## src/rtl/sfe_pkg.sv

```systemverilog
package sfe_pkg;

  localparam int LINE_DEPTH   = 4096;
  localparam int ADDR_BITS    = (LINE_DEPTH > 1) ? $clog2(LINE_DEPTH) : 1;
  localparam int FRAMES_BITS  = ADDR_BITS + 1;
  localparam int SAMPLE_BITS  = 24;
  localparam int LINE_WIDTH   = 2 * SAMPLE_BITS;

  localparam int DELAY_BITS   = 12;
  localparam int MIX_BITS     = 17;
  localparam int FB_BITS      = 16;
  localparam int GAIN_BITS    = 18;
  localparam int CFG_IDX_BITS = 2;
  localparam int CFG_DATA_BITS = 17;

  // gain * sample, with one sign bit for the unsigned gain
  localparam int PROD_BITS    = GAIN_BITS + 1 + SAMPLE_BITS;
  localparam int FRAC_BITS    = 16;
  localparam int SCALED_BITS  = PROD_BITS - FRAC_BITS;
  localparam int SUM_BITS     = SCALED_BITS + 1;

  localparam logic [MIX_BITS-1:0] MIX_MAX   = 17'd65536;  // 1.0 in Q1.16
  localparam logic [FB_BITS-1:0]  FB_MAX    = 16'd62259;  // 0.95 in Q0.16
  localparam logic [MIX_BITS-1:0] FB_UNITY  = 17'd65536;
  localparam int                  ROUND_HALF = 32768;

  typedef enum logic [CFG_IDX_BITS-1:0] {
    REG_DELAY    = 2'd0,
    REG_MIX      = 2'd1,
    REG_FEEDBACK = 2'd2
  } reg_idx_t;

  typedef logic signed [SAMPLE_BITS-1:0] sample_t;
  typedef logic [ADDR_BITS-1:0]          addr_t;
  typedef logic [GAIN_BITS-1:0]          gain_t;

  typedef struct packed {
    addr_t delay;   // clamped to the line length
    gain_t gain;    // unsigned Q2.16
  } cfg_t;

  typedef struct packed {
    logic accept;    // input item taken this cycle
    logic adv;       // pipeline moves this cycle
    logic use_echo;  // incoming item adds the delayed output
    logic fwd;       // entry read now is the one written now
  } ctrl_t;

endpackage

```

## src/rtl/sfe_channels.sv

```systemverilog


interface sfe_cfg_if import sfe_pkg::*; ();
  logic                     valid;
  logic                     ready;
  logic [CFG_IDX_BITS-1:0]  index;
  logic [CFG_DATA_BITS-1:0] data;

  modport source (output valid, output index, output data, input ready);
  modport sink   (input valid, input index, input data, output ready);
endinterface

```

## src/rtl/sfe_cfg.sv

```systemverilog
module sfe_cfg import sfe_pkg::*; (
  input  logic      clk,
  input  logic      rst_n,
  sfe_cfg_if.sink   cfg_ch,
  output cfg_t      cfg
);

  logic [DELAY_BITS-1:0] delay_r;
  logic [MIX_BITS-1:0]   mix_r;
  logic [FB_BITS-1:0]    fb_r;
  gain_t                 gain_r;
  gain_t                 gain_nxt;
  logic [MIX_BITS-1:0]   mix_c;
  logic [FB_BITS-1:0]    fb_c;
  logic [MIX_BITS-1:0]   fb_sum;
  logic [2*MIX_BITS-1:0] gprod;
  logic                  wr;

  assign cfg_ch.ready = 1'b1;
  assign wr = cfg_ch.valid;

  always_ff @(posedge clk) begin
    if (!rst_n) begin
      delay_r <= '0;
      mix_r   <= '0;
      fb_r    <= '0;
    end else if (wr) begin
      unique case (reg_idx_t'(cfg_ch.index))
        REG_DELAY:    delay_r <= cfg_ch.data[DELAY_BITS-1:0];
        REG_MIX:      mix_r   <= cfg_ch.data[MIX_BITS-1:0];
        REG_FEEDBACK: fb_r    <= cfg_ch.data[FB_BITS-1:0];
        default: ;
      endcase
    end
  end

  // gain = mix * (1 + feedback), rounded to Q2.16
  always_comb begin
    mix_c    = (mix_r > MIX_MAX) ? MIX_MAX : mix_r;
    fb_c     = (fb_r > FB_MAX) ? FB_MAX : fb_r;
    fb_sum   = FB_UNITY + MIX_BITS'(fb_c);
    gprod    = (2*MIX_BITS)'(mix_c) * (2*MIX_BITS)'(fb_sum);
    gain_nxt = GAIN_BITS'((gprod + (2*MIX_BITS)'(ROUND_HALF)) >> FRAC_BITS);
  end

  always_ff @(posedge clk) begin
    if (!rst_n) begin
      gain_r <= '0;
    end else begin
      gain_r <= gain_nxt;
    end
  end

  always_comb begin
    if (32'(delay_r) >= LINE_DEPTH) begin
      cfg.delay = ADDR_BITS'(LINE_DEPTH - 1);
    end else begin
      cfg.delay = ADDR_BITS'(delay_r);
    end
    cfg.gain = gain_r;
  end

endmodule

```

## src/flat_wrapper.sv

```systemverilog
// flat-port wrapper written by rule: the top's interface ports become plain ports
module sfe_cfg_flat import sfe_pkg::*;
  (clk, rst_n, cfg, cfg_ch_valid, cfg_ch_index, cfg_ch_data, cfg_ch_ready);
  sfe_cfg_if cfg_ch_i ();
  input  logic clk;
  input  logic rst_n;
  output cfg_t cfg;
  input wire logic [$bits(cfg_ch_i.valid)-1:0] cfg_ch_valid;
  input wire logic [$bits(cfg_ch_i.index)-1:0] cfg_ch_index;
  input wire logic [$bits(cfg_ch_i.data)-1:0] cfg_ch_data;
  output wire logic [$bits(cfg_ch_i.ready)-1:0] cfg_ch_ready;
  assign cfg_ch_i.valid = cfg_ch_valid;
  assign cfg_ch_i.index = cfg_ch_index;
  assign cfg_ch_i.data = cfg_ch_data;
  assign cfg_ch_ready = cfg_ch_i.ready;
  sfe_cfg u_core (.clk(clk), .rst_n(rst_n), .cfg_ch(cfg_ch_i), .cfg(cfg));
endmodule
```

## config.mk

```make
export PLATFORM = sky130hd
export DESIGN_NAME = sfe_cfg_flat
export DESIGN_NICKNAME = d
export VERILOG_FILES = /design/src/rtl/sfe_pkg.sv /design/src/rtl/sfe_channels.sv /design/src/rtl/sfe_cfg.sv /design/src/flat_wrapper.sv
export SDC_FILE = /design/constraint.sdc
export NUM_CORES = 1
export LEC_CHECK = 0
export ABC_CLOCK_PERIOD_IN_PS = 8600
export CAP_MARGIN = 20
export CORE_MARGIN = 3
export CORE_UTILIZATION = 35
export DETAILED_ROUTE_END_ITERATION = 7
export DONT_BUFFER_PORTS = 1
export PLACE_DENSITY_LB_ADDON = 0.08
export SYNTH_ARGS = -nofsm -noshare
export SYNTH_HDL_FRONTEND = slang
export SYNTH_SLANG_ARGS = --single-unit
```

## constraint.sdc

```tcl
create_clock -name clk -period 8.6 [get_ports clk]
set_input_delay 2.15 -clock clk [delete_from_list [all_inputs] [get_ports clk]]
set_output_delay 2.15 -clock clk [all_outputs]
set_load 0.005 [all_outputs]
```

# Yosys cells after proc, flatten, opt, wreduce, memory -nomap -nowiden
# Cells that the tools add are included.
[word_totals]
reg_bits = 63
in_bits = 22
output_inout_bits = 31
[op_classes]
n_addsub = 2
multipliers = 1
n_lt_le_gt_ge = 2
eq_ne = 2
n_mux = 2
reduce_logical = 4
[ops]
columns = ["cell", "n"]
rows = [
  ["adder 34 x 16 -> 34 bit (second input constant)", 1],
  ["multiplier 17 x 17 -> 34 bit", 1],
  ["adder 17 x 16 -> 17 bit (first input constant)", 1],
  ["> comparator 17 bit (second input constant)", 1],
  ["2-to-1 mux 17 bit", 1],
  ["> comparator 16 bit (second input constant)", 1],
  ["2-to-1 mux 16 bit", 1],
  ["AND reduction 2 bit", 3],
  ["equality test 2 x 1 -> 1 bit (second input constant)", 1],
  ["equality test 2 bit (second input constant)", 1],
  ["logical NOT 2 bit", 1],
]

# Depth between registers and ports, before layout
# Gate-level depths: netlist (run 1).
[depth]
ltp_word = 5
depth_mapped = 26
ltp_nobuf = 25

# Worst setup path after synthesis (run 1)
# No wires, ideal clock.
[synth_timing]
path_type = "flip-flop to flip-flop"
start = "reg u_core.fb_r[14]"
end = "reg u_core.gain_r[11]"
setup_ps = 72
arrival_ps = 6573
required_ps = 8528
path_slack_ps = 1955
stages_incl_launch_ff = 25
path_buffers = 2
synth_period_minus_slack_ps = 6645
cell_sequence = "dfxtp_1 > buf_2 > nand4_2 > a221oi_1 > nand2b_1 > clkbuf_1 > nor2_1 > fa_1 > inv_1 > fa_1 > fa_1 > fa_1 > inv_1 > fa_1 > inv_1 > fa_1 > inv_1 > ha_1 > nand4_1 > nor3_1 > a221o_1 > a31o_2 > a31o_2 > a41oi_1 > mux2i_1"
[synth_between]
elab_chain_cells = 5
[synth_rtl]
columns = ["element", "line", "rtl"]
rows = [
  ["from (decl)", "sfe_cfg.sv:10", "logic [FB_BITS-1:0] fb_r;"],
  ["from (signal assigned)", "sfe_cfg.sv:31", "REG_FEEDBACK: fb_r <= cfg_ch.data[FB_BITS-1:0];"],
  ["> comparator 16 bit", "sfe_cfg.sv:40", "fb_c = (fb_r > FB_MAX) ? FB_MAX : fb_r;"],
  ["2-to-1 mux 16 bit (*)", "sfe_cfg.sv:40", ""],
  ["adder 17 x 16 -> 17 bit (*)", "sfe_cfg.sv:41", "fb_sum = FB_UNITY + MIX_BITS'(fb_c);"],
  ["multiplier 17 x 17 -> 34 bit (*)", "sfe_cfg.sv:42", "gprod = (2*MIX_BITS)'(mix_c) * (2*MIX_BITS)'(fb_sum);"],
  ["adder 34 x 16 -> 34 bit (*)", "sfe_cfg.sv:43", "gain_nxt = GAIN_BITS'((gprod + (2*MIX_BITS)'(ROUND_HALF)) >> FRAC_BITS);"],
  ["to (signal assigned)", "sfe_cfg.sv:50", "gain_r <= gain_nxt;"],
  ["to (decl)", "sfe_cfg.sv:11", "gain_t gain_r;"],
]
# Mark *: on every way between the ends. The rest lies on a longest branch, timed or not.
# A chain may end at the register's enable or synchronous reset.

# Worst setup path in the final report (run 1)
[layout_timing]
start = "reg u_core.fb_r[6]"
end = "reg u_core.gain_r[3]"
# Same word-level chain as after synthesis.

==> reports/qor.yml, run 1 <==
outcome:
  result_of_the_run: "completed"
logic_synthesis:
  synthDominantCellAreaShare: 0.380
  synth_top_flop_cell: "sky130_fd_sc_hd__dfxtp_1"
  yosys.area.top_type: "sky130_fd_sc_hd__fa_1"
  synth_enable_flop_cells: 0
  synth.cell_area_um2: 11800
  ys_async_sr_fraction: 0
  synth_top_cells_by_count: "sky130_fd_sc_hd__inv_1 (276), sky130_fd_sc_hd__nand2_1 (230), sky130_fd_sc_hd__fa_1 (224), sky130_fd_sc_hd__nor2_1 (149), sky130_fd_sc_hd__ha_1 (116)"
  synth_warnings: 0
  post_synth_fa_ha_maj_area_fraction: 0.502
  post_synth_and_or_nand_nor_area_fraction: 0.182
  synth_cells: 1409
  synth_xor_xnor_area_share: 0.00741
  share_of_synthesized_area_occupied_by_flip_flops_and_latches: 0.107
  ys_types: 60
  dominant_combinational_cell_family_by_area_after_synthesis: "adder cells"
  postSynthAreaPerCell_um2: 8.39
  largest_cells_by_area_after_synthesis: "sky130_fd_sc_hd__fa_1 (38%), sky130_fd_sc_hd__ha_1 (12%), sky130_fd_sc_hd__dfxtp_1 (11%)"
  yosys.cell_count.top_type: "sky130_fd_sc_hd__inv_1"
  synth_fp_nets: 1771
  synth_area_in_compound_gates: 0.0773
  yosys-mux-area-fraction: 0.0152
  synth-seq-cells: 63
drt:
  route.antenna.remaining_nets: 0
  drt_iter0_markers: 472
  route.final.wire_length_um: 36500
  drc: 0
  vias_per_cell: 4.97
  routed_length_per_instance_um: 19.9
  detailedRoute.firstPassIterationCount: 5
  detailroute.via_count: 9132
worst_hold_path:
  min_delay_worst_endpoint: "u_core.mix_r[11]"
  hold_path.class: "reg -> reg"
  worst_hold_path_depth: 2
  worst_hold_startpoint: "u_core.mix_r[11]"
setup_path:
  setup.worst_path.class: "reg -> reg"
  cp_max_fo: 19
  endpoint_kind: "flip-flop"
  regToRegEndpoint: "u_core.gain_r[3]"
  cells_on_worst_reg2reg_path: 22
  critical_path_required_ns: 8.78
  r2r_setup_slack_ns: 1.17
  worstPathArrival_ns: 7.61
  regToRegStartpoint: "u_core.fb_r[6]"
  setup.worst_path.start_class: "flip-flop"
floorplanning:
  placementRows: 66
  dieHeight_um: 190
  initial_utilization: 0.359
  dieArea_um2: 36000
  coreArea_um2: 32900
  chipWidth_um: 190
  num_io_pins: 53
timing:
  setup_slack_ns: 1.17
  fmax_mhz: 135
  worst-slew-pin-transition_ns: 0.989
  post-route-period-util: 0.864
  setup_tns_ns: 0
  grt_setup_unrepaired: "false"
  final-max-slew-violation-count: 0
  finalHoldViolCount: 0
  fin_crit_ns: 7.43
  clock_tree_skew_after_final_layout_ns: 0.00631
  final_number_of_setup_violating_endpoints: 0
  slew_headroom: 0.340
power_and_ir_drop:
  static-leakage-power_uw: 0.00641
  share_clk_of_total_power: 0.466
  cellInternalPower_uw: 605
  power.ir.vdd_worst_uv: 114
  netSwitchingFraction: 0.297
  power.share.combinational: 0.171
  cellPowerDensity_nw_per_um2: 67.7
  power_frac_seq: 0.362
  power.total_uw: 860
  switching_power_uw: 255
final_layout:
  proportion_of_layout_cells_with_a_drive_suffix_above_1: 0.0394
  postLayoutCoreUtil: 0.386
  final_net_count: 1754
  finalNonFillerCells: 1839
  area_growth_syn_to_layout_pct: 7.38
  insertedDiodeCount: 0
clock_tree:
  tritoncts.num_buffers: 9
  post_cts.repair.setup_buffers: 0
  cts_buffer_depth: 2
  cts_num_sinks: 63
  cts.clk_slew.worst_paths_ns: 0.06
  cts_resized: 0
  htreeDepth: 3
  ctsRootBufferMaster: "sky130_fd_sc_hd__clkbuf_16"
  tritoncts: "yes"
  clkLatencyLatePin_ns: 0.33
  cts_hold_repair.buffers: 0
place:
  place_worst_setup_slack_ns: 1.17
  routabilityCongestion: 0.876
  buffers_added_on_ports: 0
  final_hpwl_dp_um: 30600
  placed_cells: 1822
grt:
  maximum_number_of_pins_on_one_net_before_global_route_repair: 55
  first_global_vias: 9923
  grt_overflow_total: 0
  antenna_found_initial: 0
  grt_first_pass_wirelength_um: 58900
  grt_util_all_layers: 0.213
run:
  drv_cap: 0
-- cell type report --
class / count / area (µm²)
flip-flops and latches: 63 / 1260
inverters: 286 / 1070
well taps: 442 / 553
fillers: 3559 / 20200
clock buffers: 9 / 225
clock inverters: 7 / 104
multi-input cells: 1007 / 9280
repair buffers: 25 / 191
-- logic make-up (layout without fill, tap and decap cells) --
| family | after synthesis | count (layout) |
|---|---|---|
| AO/OA/AOI/OAI | 145 | 145 |
| XOR/XNOR | 10 | 10 |
| adder cells (fa/ha/maj) | 340 | 340 |
| buffers and inverters | 339 | 327 |
| flip-flops | 63 | 63 |
| multiplexers | 18 | 18 |
| other | 1 | 1 |
| AND/OR/NAND/NOR | 493 | 493 |
-- through the flow --
stage          cell area (µm²)  hold WS (ns)
4_1_cts                  12700         0.472
6_report                 12700         0.470
3_5_place_dp             12300         0.465
3_3_place_gp             12300         0.463
5_1_grt                  12700         0.509
2_1_floorplan            11800         0.445
-- routing by layer --
layer	global-route usage	share of wire	vias up
met5	0	0	-
met4	0.0418	0.019	0
met3	0.0251	0.044	39
met2	0.338	0.45	234
met1	0.316	0.49	4587
li1	-	-	4272
-- worst max path at each step --
stage                             end             from  slack [ns]  cells past startpoint
floorplan           u_core.gain_r[11]  u_core.fb_r[14]        1.96                     24
global placement     u_core.gain_r[3]   u_core.fb_r[6]        1.24                     22
detailed placement   u_core.gain_r[3]   u_core.fb_r[6]        1.17                     22
CTS                  u_core.gain_r[3]   u_core.fb_r[6]        1.15                     22
global route         u_core.gain_r[3]   u_core.fb_r[6]        0.79                     22
finish               u_core.gain_r[3]   u_core.fb_r[6]        1.17                     22
-- worst max-delay path, cell delays in order, from the launching register on --
cell                       delay, ns
sky130_fd_sc_hd__dfxtp_1        0.38
sky130_fd_sc_hd__nor4_1         0.39
sky130_fd_sc_hd__a221oi_1       0.13
sky130_fd_sc_hd__buf_4          0.22
sky130_fd_sc_hd__nor2b_1        0.74
sky130_fd_sc_hd__nand2_1        0.19
sky130_fd_sc_hd__fa_1           0.56
sky130_fd_sc_hd__fa_1           0.48
sky130_fd_sc_hd__fa_1           0.54
sky130_fd_sc_hd__inv_1          0.06
sky130_fd_sc_hd__fa_1           0.52
sky130_fd_sc_hd__fa_1           0.52
sky130_fd_sc_hd__inv_1          0.05
sky130_fd_sc_hd__fa_1           0.48
sky130_fd_sc_hd__inv_1          0.05
sky130_fd_sc_hd__ha_1           0.38
sky130_fd_sc_hd__a211oi_1       0.24
sky130_fd_sc_hd__o21ai_0        0.14
sky130_fd_sc_hd__a21oi_1        0.27
sky130_fd_sc_hd__or4b_1         0.50
sky130_fd_sc_hd__a31o_1         0.24
sky130_fd_sc_hd__xnor2_1        0.16
sky130_fd_sc_hd__nor2_1         0.05
-- flip-flops by register name (all words and copies together) (netlist names) --
| register | flops |
|---|---|
| u_core.gain_r | 18 |
| u_core.mix_r | 17 |
| u_core.fb_r | 16 |
| u_core.delay_r | 12 |
-- power groups by stage --
| stage | clock, µW | combinational [µW] | sequential (µW) |
|---|---|---|---|
| 2_1_floorplan | 0 | 94.9 | 314 |
| 3_3_place_gp | 0 | 148 | 318 |
| 3_5_place_dp | 0 | 146 | 318 |
| 4_1_cts | 408 | 148 | 311 |
| 5_1_grt | 421 | 164 | 313 |
| 6_report | 401 | 147 | 311 |
-- layout by cell type (no fill, tap or decap), drive strengths merged, types with 5 or more instances in the layout --
master,instances
nand3,5
ha,116
fa,224
a21o,21
clkbuf,9
mux2i,18
and2,40
a21oi,66
nand4,10
inv,280
buf,25
nor4,6
or2,5
o211ai,5
clkinv,9
a31o,5
xnor2,8
nand2b,10
nand2,230
o21ai,20
nor2,149
nor2b,7
dfxtp,63
and3,17
Note: power is estimated with default switching activity, not from simulation.
==> run 2, diff against run 1 <==
- CELL_PAD_IN_SITES_DETAIL_PLACEMENT: unset -> 0
- CELL_PAD_IN_SITES_GLOBAL_PLACEMENT: unset -> 1
==> run 2 against run 1 <==
Critical path type unchanged. Utilization down 0.21 points. Register-to-register slack worse by 0.38 ns. Count of clock-buffer cells in the layout unchanged. Maximum frequency down 4.8%. Worst setup slack worse by 0.38 ns.
==> reports/qor.yml, run 2 (synthesized netlist as in run 1, its figures left out) <==
power_and_ir_drop:
  power.ir.vdd_worst_uv: 171
  cellPowerDensity_nw_per_um2: 65.8
  static-leakage-power_uw: 0.00637
timing:
  slew_headroom: 0.364
  finalHoldViolCount: 0
  final-max-slew-violation-count: 0
  grt_setup_unrepaired: "false"
  post-route-period-util: 0.908
  fmax_mhz: 128
  fin_crit_ns: 7.81
  final_number_of_setup_violating_endpoints: 0
  setup_tns_ns: 0
  setup_slack_ns: 0.791
  finalHoldWorstSlack_ns: 0.484
  clock_tree_skew_after_final_layout_ns: 0.00780
  worst-slew-pin-transition_ns: 0.954
final_layout:
  max_flop_register: "u_core.gain_r"
  proportion_of_layout_cells_with_a_drive_suffix_above_1: 0.0353
  most_frequent_standard_cell_in_the_layout_excluding_fill_and_tap_cells: "sky130_fd_sc_hd__inv_1"
  insertedDiodeCount: 0
  area_growth_syn_to_layout_pct: 6.79
  max_ffs_per_register: 18
  top_regs: "u_core.gain_r: 18 flops, u_core.mix_r: 17 flops, u_core.fb_r: 16 flops"
  final_net_count: 1747
  layout.cells.most_common_list: "sky130_fd_sc_hd__inv_1 (276), sky130_fd_sc_hd__nand2_1 (230), sky130_fd_sc_hd__fa_1 (224)"
  n_fill_cell: 3552
clock_tree:
  tritoncts: "yes"
  post_cts.repair.setup_buffers: 0
  cts.clk_slew.worst_paths_ns: 0.06
  ctsRootBufferMaster: "sky130_fd_sc_hd__clkbuf_16"
  clkLatencyLatePin_ns: 0.33
  cts_buffer_depth: 2
  tritoncts.num_buffers: 9
  cts_resized: 0
  htreeDepth: 3
  cts_num_sinks: 63
  cts_hold_repair.buffers: 0
worst_hold_path:
  hold_path.class: "reg -> reg"
  worst_hold_startpoint: "u_core.mix_r[10]"
  min_delay_worst_endpoint: "u_core.mix_r[10]"
  worst_hold_path_depth: 2
drt:
  route.final.wire_length_um: 37600
  drc: 0
  detailroute.via_count: 9065
  routed_length_per_instance_um: 20.5
  drt_iter0_markers: 453
  route.antenna.remaining_nets: 0
  detailedRoute.firstPassIterationCount: 5
  vias_per_cell: 4.95
outcome:
  result_of_the_run: "completed"
grt:
  maximum_number_of_pins_on_one_net_before_global_route_repair: 55
  grt_first_pass_wirelength_um: 59700
  antenna_found_initial: 0
  grt_util_all_layers: 0.218
  grt_overflow_total: 0
  first_global_vias: 9856
place:
  final_hpwl_dp_um: 31200
  buffers_added_on_ports: 0
  routabilityCongestion: 0.887
  place_worst_setup_slack_ns: 0.899
floorplanning:
  coreArea_um2: 32900
  chipWidth_um: 190
  dieHeight_um: 190
  dieArea_um2: 36000
  num_io_pins: 53
  placementRows: 66
  initial_utilization: 0.359
setup_path:
  regToRegStartpoint: "u_core.mix_r[16]"
  regToRegEndpoint: "u_core.gain_r[17]"
  setup.worst_path.start_class: "flip-flop"
  cells_on_worst_reg2reg_path: 23
  setup.worst_path.class: "reg -> reg"
  cp_max_fo: 18
  r2r_setup_slack_ns: 0.79
  endpoint_kind: "flip-flop"
  critical_path_required_ns: 8.80
  worstPathArrival_ns: 8.01
run:
  drv_cap: 0
run 2: cell count changes in the layout (fill, tap and decap cells not counted):
cell / before / now
sky130_fd_sc_hd__nor2b_1: 7 / 6
sky130_fd_sc_hd__buf_6: 1 / 2
sky130_fd_sc_hd__bufinv_16: 2 / 1
sky130_fd_sc_hd__inv_6: 1 / 2
sky130_fd_sc_hd__buf_4: 24 / 16
sky130_fd_sc_hd__clkinv_4: 1 / 2
sky130_fd_sc_hd__inv_8: 1 / 0
sky130_fd_sc_hd__nor2b_2: 0 / 1
run 2: through the flow:
step / instance area (µm²) / utilization / total power [µW] / std cells
global placement: 12300 / 0.374 / 465 / 1814
floorplan: 11800 / - / 409 / 1409
detailed placement: 12300 / 0.375 / 465 / 1816
CTS: 12600 / 0.384 / 839 / 1832
finish: 12600 / 0.384 / 831 / 1832
global route: 12600 / 0.384 / 870 / 1832
run 2: how the worst max path moves through the flow:
stage,from,to,slack (ns),cells past startpoint
finish,u_core.mix_r[16],u_core.gain_r[17],0.79,23
global route,u_core.mix_r[16],u_core.gain_r[16],0.52,22
CTS,u_core.mix_r[16],u_core.gain_r[16],0.85,22
detailed placement,u_core.mix_r[16],u_core.gain_r[17],0.90,23
global placement,u_core.mix_r[16],u_core.gain_r[17],0.98,23
floorplan,u_core.fb_r[14],u_core.gain_r[11],1.96,24
run 2: metal layers:
| layer | up-vias | global-route usage | share of wire |
|---|---|---|---|
| li1 | 4253 | - | - |
| met3 | 26 | 0.0287 | 0.044 |
| met4 | 0 | 0.0381 | 0.016 |
| met2 | 190 | 0.348 | 0.45 |
| met5 | - | 0 | 0 |
| met1 | 4596 | 0.320 | 0.49 |
run 2: power breakdown:
group	switching [µW]	leakage (µW)	total (µW)	internal (µW)
Combinational	101	0.00571	146	44.6
Clock	144	0.000143	371	227
Sequential	11.8	0.000511	314	302
Total	257	0.00637	831	574
run 2: final cells by class:
type	instances	area (µm²)	area share
sequential	63	1260	0.100
timing repair buffer	18	143	0.0113
clock inverter	7	80.1	0.00635
inverter	286	1070	0.0851
clock buffer	9	225	0.0179
tap	442	553	0.0438
multi-input combinational	1007	9280	0.736
run 2: worst max-delay path, cell delays in order, from the launching register on:
cell and delay [ns]:
sky130_fd_sc_hd__dfxtp_1 0.80, sky130_fd_sc_hd__inv_2 0.39, sky130_fd_sc_hd__a41o_1 0.56, sky130_fd_sc_hd__and2_1 0.48, sky130_fd_sc_hd__inv_1 0.30, sky130_fd_sc_hd__nor2_1 0.11
sky130_fd_sc_hd__fa_1 0.54, sky130_fd_sc_hd__inv_1 0.05, sky130_fd_sc_hd__fa_1 0.45, sky130_fd_sc_hd__fa_1 0.51, sky130_fd_sc_hd__inv_1 0.05, sky130_fd_sc_hd__fa_1 0.44
sky130_fd_sc_hd__fa_1 0.51, sky130_fd_sc_hd__inv_1 0.05, sky130_fd_sc_hd__fa_1 0.58, sky130_fd_sc_hd__inv_1 0.07, sky130_fd_sc_hd__ha_1 0.34, sky130_fd_sc_hd__a21o_1 0.29
sky130_fd_sc_hd__nand4_1 0.12, sky130_fd_sc_hd__nand3_1 0.11, sky130_fd_sc_hd__a311o_1 0.34, sky130_fd_sc_hd__a31oi_1 0.29, sky130_fd_sc_hd__a211o_1 0.18, sky130_fd_sc_hd__nand4_1 0.10
==> run 3, diff against run 2 <==
- CORE_UTILIZATION: 35 -> 30
- PLACE_DENSITY: unset -> 0.56
- PLACE_DENSITY_LB_ADDON: 0.08 -> unset
- TNS_END_PERCENT: unset -> 20
==> run 3 against run 2 <==
Largest power group unchanged. Highest routed layer unchanged. Global-route usage shrank 3.4 points. Via count decreased by 0.36%. Combinational power about the same. Worst setup slack got worse by 0.041 ns. Critical endpoint is now u_core.gain_r[11].
==> reports/qor.yml, run 3 (synthesized netlist as in run 1, its figures left out) <==
outcome:
  result_of_the_run: "completed"
setup_path:
  path_buf_inv: 5
  cp.depth: 22
  critical_path_required_ns: 8.86
  critical_path.top_delay_family: "adder cells"
  cells_on_worst_reg2reg_path: 22
  timing.critical_path.cells: "inv_2 -> a41o_1 -> nand2_1 -> clkinv_1 -> nand2_1 -> fa_1 -> fa_1 -> fa_1 -> inv_1 -> fa_1 -> fa_1 -> inv_1 -> fa_1 -> inv_1 -> ha_1 -> a21o_1 -> a21o_1 -> a211oi_1 -> o21bai_1 -> a31o_2 -> a41oi_1 -> mux2i_1"
  setup.worst_path.start_class: "flip-flop"
  setup.worst_path.class: "reg -> reg"
  critical_path.max_stage_delay_ns: 0.74
  r2r_setup_slack_ns: 0.75
  endpoint_kind: "flip-flop"
  worstPathArrival_ns: 8.11
  cp_max_fo: 18
  slowest_stage: "sky130_fd_sc_hd__dfxtp_1"
  path_common_cell: "sky130_fd_sc_hd__fa_1"
drt:
  wl_met1_um: 17600
  drc: 0
  routed_length_per_instance_um: 19.3
  met2RoutedLength_um: 17000
  detailedRoute.firstPassIterationCount: 5
  met3RoutedLength_um: 1540
  route.antenna.remaining_nets: 0
  maxUsedRoutingLayer: "met4"
  detailroute.via_count: 9032
  route.final.wire_length_um: 36800
  vias_per_cell: 4.74
  drt_iter0_markers: 446
power_and_ir_drop:
  power.ir.vdd_worst_uv: 120
  cellPowerDensity_nw_per_um2: 70.0
  static-leakage-power_uw: 0.00639
clock_tree:
  cts_resized: 0
  cts_hold_repair.buffers: 0
  ctsRootBufferMaster: "sky130_fd_sc_hd__clkbuf_16"
  clkLatencyLatePin_ns: 0.34
  cts.clk_slew.worst_paths_ns: 0.06
  cts_num_sinks: 63
  tritoncts.num_buffers: 9
  tritoncts: "yes"
  post_cts.repair.setup_buffers: 0
  cts_buffer_depth: 2
  htreeDepth: 3
floorplanning:
  chipWidth_um: 204
  coreArea_um2: 38700
  num_io_pins: 53
  initial_utilization: 0.305
  placementRows: 72
  dieArea_um2: 41800
  dieHeight_um: 204
grt:
  first_global_vias: 9952
  grt_first_pass_wirelength_um: 58900
  maximum_number_of_pins_on_one_net_before_global_route_repair: 55
  grt_util_all_layers: 0.184
  grt_overflow_total: 0
  antenna_found_initial: 0
timing:
  worst-slew-pin-transition_ns: 0.989
  finalHoldViolCount: 0
  post-route-period-util: 0.913
  final-max-slew-violation-count: 0
  final_number_of_setup_violating_endpoints: 0
  grt_setup_unrepaired: "false"
  clock_tree_skew_after_final_layout_ns: 0.0101
  slew_headroom: 0.341
  fmax_mhz: 127
  setup_tns_ns: 0
  fin_crit_ns: 7.85
  setup_slack_ns: 0.750
final_layout:
  area_growth_syn_to_layout_pct: 7.91
  max_ffs_per_register: 18
  max_flop_register: "u_core.gain_r"
  postLayoutCoreUtil: 0.329
  most_frequent_standard_cell_in_the_layout_excluding_fill_and_tap_cells: "sky130_fd_sc_hd__inv_1"
  proportion_of_layout_cells_with_a_drive_suffix_above_1: 0.0346
  top_regs: "u_core.gain_r: 18 flops, u_core.mix_r: 17 flops, u_core.fb_r: 16 flops"
  insertedDiodeCount: 0
  final_net_count: 1745
  layout.cells.most_common_list: "sky130_fd_sc_hd__inv_1 (276), sky130_fd_sc_hd__nand2_1 (230), sky130_fd_sc_hd__fa_1 (224)"
run:
  drv_cap: 0
worst_hold_path:
  hold_path.class: "reg -> reg"
  worst_hold_path_depth: 2
place:
  buffers_added_on_ports: 0
  routabilityCongestion: 0.898
  place_worst_setup_slack_ns: 0.829
  final_hpwl_dp_um: 30500
==> run 3: cell types whose count changed in the layout (fill, tap and decap cells not counted), sizes merged <==
cell	before	now
clkinvlp	2	0
bufinv	1	3
clkbuf	9	10
buf	18	15
==> run 3: cell type report <==
| cell class | instances | area [µm²] |
|---|---|---|
| tap | 518 | 648 |
| inverter | 286 | 1070 |
| clock buffer | 9 | 225 |
| fill | 4202 | 26000 |
| clock inverter | 7 | 128 |
| timing repair buffer | 16 | 130 |
| multi-input combinational | 1007 | 9280 |
| sequential | 63 | 1260 |
==> run 3: routing by layer <==
layer,global-route usage,vias to the layer above
met1,0.264,4535
li1,-,4258
met3,0.0180,37
met2,0.301,202
met4,0.0383,0
met5,0,-
==> run 3: worst paths after layout <==
kind	start	to
setup / recovery	u_core.mix_r[16]	u_core.gain_r[11]
hold / removal	u_core.mix_r[3]	u_core.mix_r[3]
setup reg to reg	u_core.mix_r[16]	u_core.gain_r[11]
hold reg to reg	u_core.mix_r[3]	u_core.mix_r[3]
==> run 3: stage by stage <==
stage                     area [µm²]  power [µW]  hold WS (ns)  instances
final                          12700         893         0.471       1906
after floorplan                11800         409         0.445       1409
after global placement         12400         466         0.468       1888
after detailed placement       12400         463         0.465       1888
after CTS                      12700         901         0.474       1904
after global routing           12700         929         0.510       1906
==> run 3: worst min-delay path, cell delays in order, from the launching register on <==
cell and delay, ns:
sky130_fd_sc_hd__dfxtp_1 0.32, sky130_fd_sc_hd__nand2_1 0.05, sky130_fd_sc_hd__a21oi_1 0.05
==> run 3: report_power, final <==
part	internal, µW	leakage [µW]	switching, µW
combinational	44.2	0.00571	101
sequential	302	0.000511	10.7
clock	287	0.000172	148
total	633	0.00639	260
